===== src/rtl/ubxfr_pkg.sv =====
`default_nettype none

package ubxfr_pkg;

	// Sync pair, frame layout and the reset value of the length limit.
	localparam logic [7:0]  SYNC_FIRST   = 8'hB5;
	localparam logic [7:0]  SYNC_SECOND  = 8'h62;
	localparam logic [9:0]  LIMIT_RESET  = 10'd127;
	localparam logic [10:0] HEADER_BYTES = 11'd6;
	localparam logic [16:0] CKSUM_BYTES  = 17'd2;

	// Receiver state carried from one byte to the next.
	typedef struct packed {
		logic        in_frame;
		logic [10:0] position;
		logic [7:0]  length_low;
		logic [9:0]  remaining;
	} ubxfr_state_t;

	// Result of one byte, if any.
	typedef struct packed {
		logic        valid;
		logic [7:0]  data_byte;
		logic [10:0] offset;
		logic        last;
		logic        reject;
	} ubxfr_result_t;

endpackage

`default_nettype wire


===== src/rtl/ubxfr_parse.sv =====
`default_nettype none

module ubxfr_parse (
	input  wire logic [7:0]             rx_byte,
	input  wire logic [9:0]             count_limit,
	input  wire ubxfr_pkg::ubxfr_state_t cur,
	output ubxfr_pkg::ubxfr_state_t      nxt,
	output ubxfr_pkg::ubxfr_result_t     res
);
	import ubxfr_pkg::*;

	logic [10:0] pos_inc;
	logic [9:0]  rem_dec;
	logic [16:0] total;

	assign pos_inc = cur.position + 11'd1;
	assign rem_dec = cur.remaining - 10'd1;
	assign total   = {1'b0, rx_byte, cur.length_low} + CKSUM_BYTES;

	// Frame state update and result for one received byte.
	always_comb begin
		nxt           = cur;
		res           = '0;
		res.data_byte = rx_byte;
		res.offset    = cur.position - 11'd2;
		if (!cur.in_frame) begin
			// Hunting for the first sync byte.
			if (rx_byte == SYNC_FIRST) begin
				nxt.in_frame = 1'b1;
				nxt.position = 11'd1;
			end
		end else if (cur.position <= 11'd1) begin
			// A wrong second sync byte drops back to hunting without a recheck.
			if (rx_byte != SYNC_SECOND) begin
				nxt.in_frame = 1'b0;
			end else begin
				nxt.position = 11'd2;
			end
		end else begin
			nxt.position = pos_inc;
			res.valid    = 1'b1;
			if (pos_inc < HEADER_BYTES) begin
				if (pos_inc == HEADER_BYTES - 11'd1) begin
					nxt.length_low = rx_byte;
				end
			end else if (pos_inc == HEADER_BYTES) begin
				// Length high byte: check the frame against the limit.
				if (total > {7'd0, count_limit}) begin
					nxt.in_frame = 1'b0;
					res.reject   = 1'b1;
				end else begin
					nxt.remaining = total[9:0];
				end
			end else begin
				nxt.remaining = rem_dec;
				if (rem_dec == 10'd0) begin
					nxt.in_frame = 1'b0;
					nxt.position = 11'd0;
					res.last     = 1'b1;
				end
			end
		end
	end

endmodule

`default_nettype wire


===== src/rtl/ubx_frame_receiver.sv =====
// A byte accepted into the input register is loaded into the result register, from
// which its result can be taken; sync and hunting bytes give no result.
// Throughput: one byte per cycle; the input register frees whenever the result
// register is empty or being taken, so only output stall holds the input back.
// Reset (arst_n low, asynchronous): hunting for sync, no result pending, the
// limit register back to 127.
`default_nettype none

module ubx_frame_receiver (
	input  wire logic        clk,
	input  wire logic        arst_n,
	// Received byte channel
	input  wire logic        in_valid,
	output logic             in_stall,
	input  wire logic [7:0]  rx_byte,
	// Frame byte channel
	output logic             out_valid,
	input  wire logic        out_stall,
	output logic [7:0]       data_byte,
	output logic [10:0]      offset,
	output logic             last,
	output logic             reject,
	// Limit register write channel
	input  wire logic        cfg_valid,
	output logic             cfg_ready,
	input  wire logic [9:0]  count_limit
);
	import ubxfr_pkg::*;

	logic          valid_s1;
	logic [7:0]    rx_byte_s1;
	logic [9:0]    limit_q;
	ubxfr_state_t  state_q;
	ubxfr_state_t  state_nxt;
	ubxfr_result_t res;
	logic          out_valid_q;
	logic [7:0]    data_q;
	logic [10:0]   offset_q;
	logic          last_q;
	logic          reject_q;
	logic          adv_s1;

	// The input register moves on when the result register can take a request.
	assign adv_s1    = valid_s1 && (!out_valid_q || !out_stall);
	assign in_stall  = valid_s1 && !adv_s1;
	assign cfg_ready = 1'b1;

	// Limit register.
	always_ff @(posedge clk or negedge arst_n) begin
		if (!arst_n) begin
			limit_q <= LIMIT_RESET;
		end else if (cfg_valid) begin
			limit_q <= count_limit;
		end
	end

	// Input register.
	always_ff @(posedge clk or negedge arst_n) begin
		if (!arst_n) begin
			valid_s1 <= 1'b0;
		end else if (in_valid && !in_stall) begin
			valid_s1 <= 1'b1;
		end else if (adv_s1) begin
			valid_s1 <= 1'b0;
		end
	end

	always_ff @(posedge clk) begin
		if (in_valid && !in_stall) begin
			rx_byte_s1 <= rx_byte;
		end
	end

	ubxfr_parse u_parse (
		.rx_byte     (rx_byte_s1),
		.count_limit (limit_q),
		.cur         (state_q),
		.nxt         (state_nxt),
		.res         (res)
	);

	// Frame state advances once per byte leaving the input register.
	always_ff @(posedge clk or negedge arst_n) begin
		if (!arst_n) begin
			state_q <= '0;
		end else if (adv_s1) begin
			state_q <= state_nxt;
		end
	end

	// Result register.
	always_ff @(posedge clk or negedge arst_n) begin
		if (!arst_n) begin
			out_valid_q <= 1'b0;
		end else if (adv_s1) begin
			out_valid_q <= res.valid;
		end else if (!out_stall) begin
			out_valid_q <= 1'b0;
		end
	end

	always_ff @(posedge clk) begin
		if (adv_s1 && res.valid) begin
			data_q   <= res.data_byte;
			offset_q <= res.offset;
			last_q   <= res.last;
			reject_q <= res.reject;
		end
	end

	assign out_valid = out_valid_q;
	assign data_byte = data_q;
	assign offset    = offset_q;
	assign last      = last_q;
	assign reject    = reject_q;

endmodule

`default_nettype wire


===== config.mk =====
export PLATFORM = sky130hd
export DESIGN_NAME = ubx_frame_receiver
export DESIGN_NICKNAME = d
export VERILOG_FILES = /design/src/rtl/ubxfr_pkg.sv /design/src/rtl/ubxfr_parse.sv /design/src/rtl/ubx_frame_receiver.sv
export SDC_FILE = /design/constraint.sdc
export NUM_CORES = 1
export LEC_CHECK = 0
export BUFFER_PORTS_ARGS = -buffer_cell sky130_fd_sc_hd__buf_2
export CAP_MARGIN = 20
export CORE_ASPECT_RATIO = 2
export CORE_MARGIN = 8
export CORE_UTILIZATION = 55
export DETAILED_ROUTE_END_ITERATION = 10
export PLACE_DENSITY = 0.76
export SYNTH_ARGS = -nofsm -noshare
export SYNTH_HDL_FRONTEND = slang
export SYNTH_HIERARCHICAL = 1
export SYNTH_SLANG_ARGS = --single-unit
export TNS_END_PERCENT = 50

===== constraint.sdc =====
create_clock -name clk -period 7.2 [get_ports clk]
set_input_delay 1.44 -clock clk [delete_from_list [all_inputs] [get_ports clk]]
set_output_delay 1.44 -clock clk [all_outputs]
set_load 0.005 [all_outputs]

Yosys cells after proc, flatten, opt, wreduce, memory -nomap -nowiden:

Cells that the tools add are included.

* register bits after elaboration: 71
* output and inout bits: 24
* word-level logic and storage cells: 67

* $add $sub $neg: 4
* order comparisons: 3
* equality and inequality tests: 7
* multiplexer cells: 20
* bitwise logic cells: 4
* reduce and logical (&&, ||, !) cells: 17

Operator list (number)
* 12-bit two-way mux: 5
* 11-bit by 3-bit equality test with 1-bit output, second input constant: 2
* 11-bit two-way mux: 2
* 10-bit two-way mux: 2
* 16-bit by 2-bit adder with 17-bit output, second input constant: 1
* 17-bit by 10-bit greater-than comparator with 1-bit output: 1
* 11-bit by 1-bit adder with 11-bit output, second input constant: 1
* 11-bit by 1-bit less-or-equal comparator with 1-bit output, second input constant: 1
* 11-bit by 3-bit less-than comparator with 1-bit output, second input constant: 1
* 1-bit two-way mux: 11
* 11-bit by 2-bit subtractor with 11-bit output, second input constant: 1
* 10-bit logical NOT: 1
* 5-bit AND reduction: 2
* 10-bit by 1-bit subtractor with 10-bit output, second input constant: 1
* 8-bit equality test, second input constant: 1
* 8-bit by 7-bit inequality test with 1-bit output, second input constant: 1
* 4-bit OR reduction: 2
* 1-bit logical AND: 4
* 1-bit logical NOT: 4
* 1-bit inverter: 4
* 2-bit nonzero test: 2
* 3-bit inequality test, second input constant: 1
* 3-bit AND reduction: 1
* 2-bit by 1-bit inequality test with 1-bit output, second input constant: 1
* 2 further kinds: 2

Logic depth before layout (Yosys ltp):

* word-level depth: 8
* mapped depth: 15
* gate-level depth less buffers: 13

By module:

The synthesis kept the hierarchy.

By module, submodules not included
* ubx_frame_receiver: times used 1, cells an instance 126, area an instance 2479.9 um2
* ubxfr_parse: times used 1, cells an instance 323, area an instance 2100.8 um2

Least setup slack after synthesis:

OpenSTA, ideal clock, no wires.

* path kind: reg-to-reg
* start: reg state_q[11] (netlist name)
* end: reg state_q[8] (netlist name)
* library setup time: 125 ps
* arrival: 3326 ps
* slack: 3750 ps
* cell stages (with the launch flop): 15
* period minus slack after synthesis: 3450 ps
* cell sequence: dfrtp_1 ha_1 and3_1 clkbuf_1 nand3_1 xnor2_1 ha_1 nor2b_1 or4_1 o21a_1 o31ai_2 and2_4 buf_6 mux2i_1 mux2_2

* word-level cells in the longest chain between the ends: 4

RTL lines
* start, declared: RTL line ubx_frame_receiver.sv:33 `ubxfr_state_t state_q;`
* start signal, assigned: RTL line ubx_frame_receiver.sv:87 `state_q <= state_nxt;`
* 16-bit by 2-bit adder with 17-bit output (*): RTL line ubxfr_parse.sv:18 `assign total = {1'b0, rx_byte, cur.length_low} + CKSUM_BYTES;`
* 17-bit by 10-bit greater-than comparator with 1-bit output: RTL line ubxfr_parse.sv:48 `if (total > {7'd0, count_limit}) begin`
* 2-bit inequality test (no line)
* 5-bit AND reduction (no line)

Mark *: on every way between the ends. The rest lies on a longest branch, timed or not. The select of a mux whose other input is x is not followed.
A chain may end at the register's enable or synchronous reset.

Worst setup path in the final report:

* start: reg state_q[11] (netlist name)
* end: reg state_q[1] (netlist name)

The elaborated chain is that of the path after synthesis.

==> impl_metrics.tcl <==
set metrics [dict create \
    drive_gt1_frac 0.277 \
    cts_inserted_buffers 9 \
    cts_tree "built" \
    power_uw 1060 \
    r2r-start "state_q[11]$_DFFE_PN0P_" \
    synth-edff-count 29 \
    cts_buffer_depth 2 \
    cts_resized 0 \
    dpl.hpwl_um 8350 \
    cpPeakStageDelay_ns 0.68 \
    dp_slack_ns 3.38 \
    dpl-instance-area_mm2 0.00473 \
    area_growth_syn_to_layout_pct 10.7 \
    drv_slew 0 \
    clkLatencyLatePin_ns 0.34 \
    initial_core_util 0.560 \
    wl_per_cell_um 19.6 \
    drv_cap 0 \
    fin_cells 579 \
    fillers 672 \
    layout_common_cells "45 x buf_2, 44 x mux2_2, 40 x nand2_1" \
    required_ns 7.42 \
    place.gp.congestion 0.918 \
    timing.final.ws_setup_ns 3.30 \
    yosys_warnings 6 \
    yosysSeqAreaShare 0.421 \
    fin_skew_ns 0.00852 \
    hold_end "limit_q[7]$_DFFE_PN0P_" \
    rsz0062_at_grt "no" \
    netlist_area_mm2 0.00458 \
    multi_input_area_mm2 0.00235 \
    post-route-min-period_ns 3.90 \
    slowest_stage "o31ai_2" \
    cts.sinks 71 \
    grt_max_degree 43 \
    path_common_cell "ha_1" \
    cts_hold_buf 0 \
    clkTransAtPathRegs_ns 0.06 \
    p_leak_uw 0.00223 \
    nNetsFinal 519 \
    die_h_um 145 \
    ir_drop_uv 165 \
    min_from "limit_q[7]$_DFFE_PN0P_" \
    placementRows 47 \
    fmax_ghz 0.257 \
    drtPass1Iterations 5 \
    synth_ff_type "dfrtp_1" \
    relSlewSlack 0.348 \
    min_path_cells 1 \
    dieArea_mm2 0.0117 \
    grt_pass1_wl_um 18500 \
    worstSetupPathType "reg2reg" \
    final_common_cell "buf_2" \
    track_usage 0.202 \
    cp-end-kind "flip-flop" \
    ios 47 \
    netlist_instances 449 \
    regArea_mm2 0.00193 \
    worst_pin_slew_ns 0.977 \
    design_area_mm2 0.00507 \
    synth_area_per_cell_um2 10.2 \
    core_mm2 0.00817 \
    min-delay-path-class "reg2reg" \
    cp_max_fo 10 \
    crit_arrival_ns 4.12 \
    status "finished, final reports clean" \
    worst-r2r-setup-slack_ns 3.30 \
    hold_viol 0 \
    drc_errors 0 \
    setup-tns-final_ns 0 \
    post-route-period-util 0.541 \
    ys_seq_elements 71 \
    start_kind "flip-flop" \
    path_cells "ha_1, and3_1, nand3_1, xnor2_1, ha_1, nor2b_1, or4_1, o21a_1, o31ai_2, and2_4, o21ai_0, mux2_2" \
    post-place-cells 561 \
    grt_pass1_vias 3862 \
    finalSetupViolations 0 \
    root_buffer "clkbuf_16" \
    r2r_cells 12 \
    synth_nets 492 \
    powerDensity_mw_per_mm2 210 \
    vias 3658 \
    r2r_end "state_q[1]$_DFFE_PN0P_" \
    ant_nets 0 \
    antennaDiodeCount 0 \
    antenna_found_initial 0 \
    postCtsSetupRepairBufs 0 \
    drtIter0Drc 300 \
    gr-total-overflow 0 \
    synth_cell_types 66 \
    routed_wirelength_um 11300 \
    async_reset_ff_frac 0.592 \
    die_w_um 80.5 \
    numPortBuffers 45 \
    vias_per_cell 6.32 \
    h-tree-depth 3 \
]
sequential cells by signal, summed over array words and instances, names as in the netlist:
name        cells
offset         11
rx_byte_s1      8
valid_s1        1
out_valid       1
last            1
limit_q        10
reject          1
state_q        30
data_byte       8
synthesized netlist by cell type, drive strengths merged, types with 6 or more instances:
library cell  count  share of area
nor2             21          0.017
nand2            41          0.035
ha               20          0.055
xnor2            14          0.027
xor2              7          0.013
edfxtp           29           0.19
inv              25          0.020
a31oi             9          0.012
a211oi            6          0.013
buf              24          0.039
dfstp             7          0.040
nand3            18          0.020
and3              6         0.0082
nor3             13          0.014
a21oi            14          0.015
or2               7         0.0096
o21ai            18          0.020
dfrtp            35           0.19
mux2             46           0.11
nand4             7         0.0096
or3               6         0.0093
clkbuf            8         0.0066
metal layers:
| metal | part of all wire | GRT usage |
|---|---|---|
| met1 | 0.34 | 0.182 |
| met2 | 0.57 | 0.375 |
| met3 | 0.041 | 0.0433 |
| met4 | 0.047 | 0.131 |
| met5 | 0 | 0 |
through the flow:
stage,hold WS (ns),utilization
4_1_cts,0.509,0.616
3_5_place_dp,0.496,0.579
3_3_place_gp,0.492,0.579
5_1_grt,0.531,0.620
2_1_floorplan,0.475,-
6_report,0.505,0.620
worst max-delay path: cells and delay by family, from the launching register on:
family / cells / cell delay [ns]
AND/OR/NAND/NOR: 5 / 1.38
AO/OA/AOI/OAI: 3 / 0.99
adder cells (fa/ha/maj): 2 / 0.55
flip-flops: 1 / 0.42
multiplexers: 1 / 0.26
XOR/XNOR: 1 / 0.17
logic make-up after synthesis:
family                     count (synthesis)  synth area share
and+or+nand+nor                          152             0.179
DFF                                       71             0.421
other                                      1          0.000819
buffers and inverters                     57            0.0656
AOI/OAI and AO/OA                         80             0.123
adders and majority gates                 20            0.0546
muxes                                     47             0.115
xor gates and xnor gates                  21            0.0402
worst max-delay path by stage:
stage	cells after the start	startpoint	end	slack, ns
floorplan	14	state_q[11]$_DFFE_PN0P_	state_q[8]$_DFFE_PN0P_	3.75
global placement	12	state_q[11]$_DFFE_PN0P_	state_q[1]$_DFFE_PN0P_	3.55
detailed placement	12	state_q[11]$_DFFE_PN0P_	state_q[1]$_DFFE_PN0P_	3.38
CTS	12	state_q[11]$_DFFE_PN0P_	state_q[1]$_DFFE_PN0P_	3.37
global route	12	state_q[11]$_DFFE_PN0P_	state_q[1]$_DFFE_PN0P_	3.12
finish	12	state_q[11]$_DFFE_PN0P_	state_q[1]$_DFFE_PN0P_	3.30
final cells by class:
cell class	count	share of cell area
multi-input cells	321	0.464
clock buffers	10	0.0452
flip-flops and latches	71	0.381
clock inverters	6	0.0141
repair buffers	48	0.0528
inverters	25	0.0185
well taps	98	0.0242
power breakdown:
group | internal, uW | leakage [uW] | total, uW | switching, uW
Clock | 270 | 0.000139 | 446 | 176
Sequential | 446 | 0.000830 | 476 | 29.2
Combinational | 61.0 | 0.00126 | 143 | 81.7
Total | 778 | 0.00223 | 1060 | 287
No activity file was read; power rests on OpenSTA's default activity.
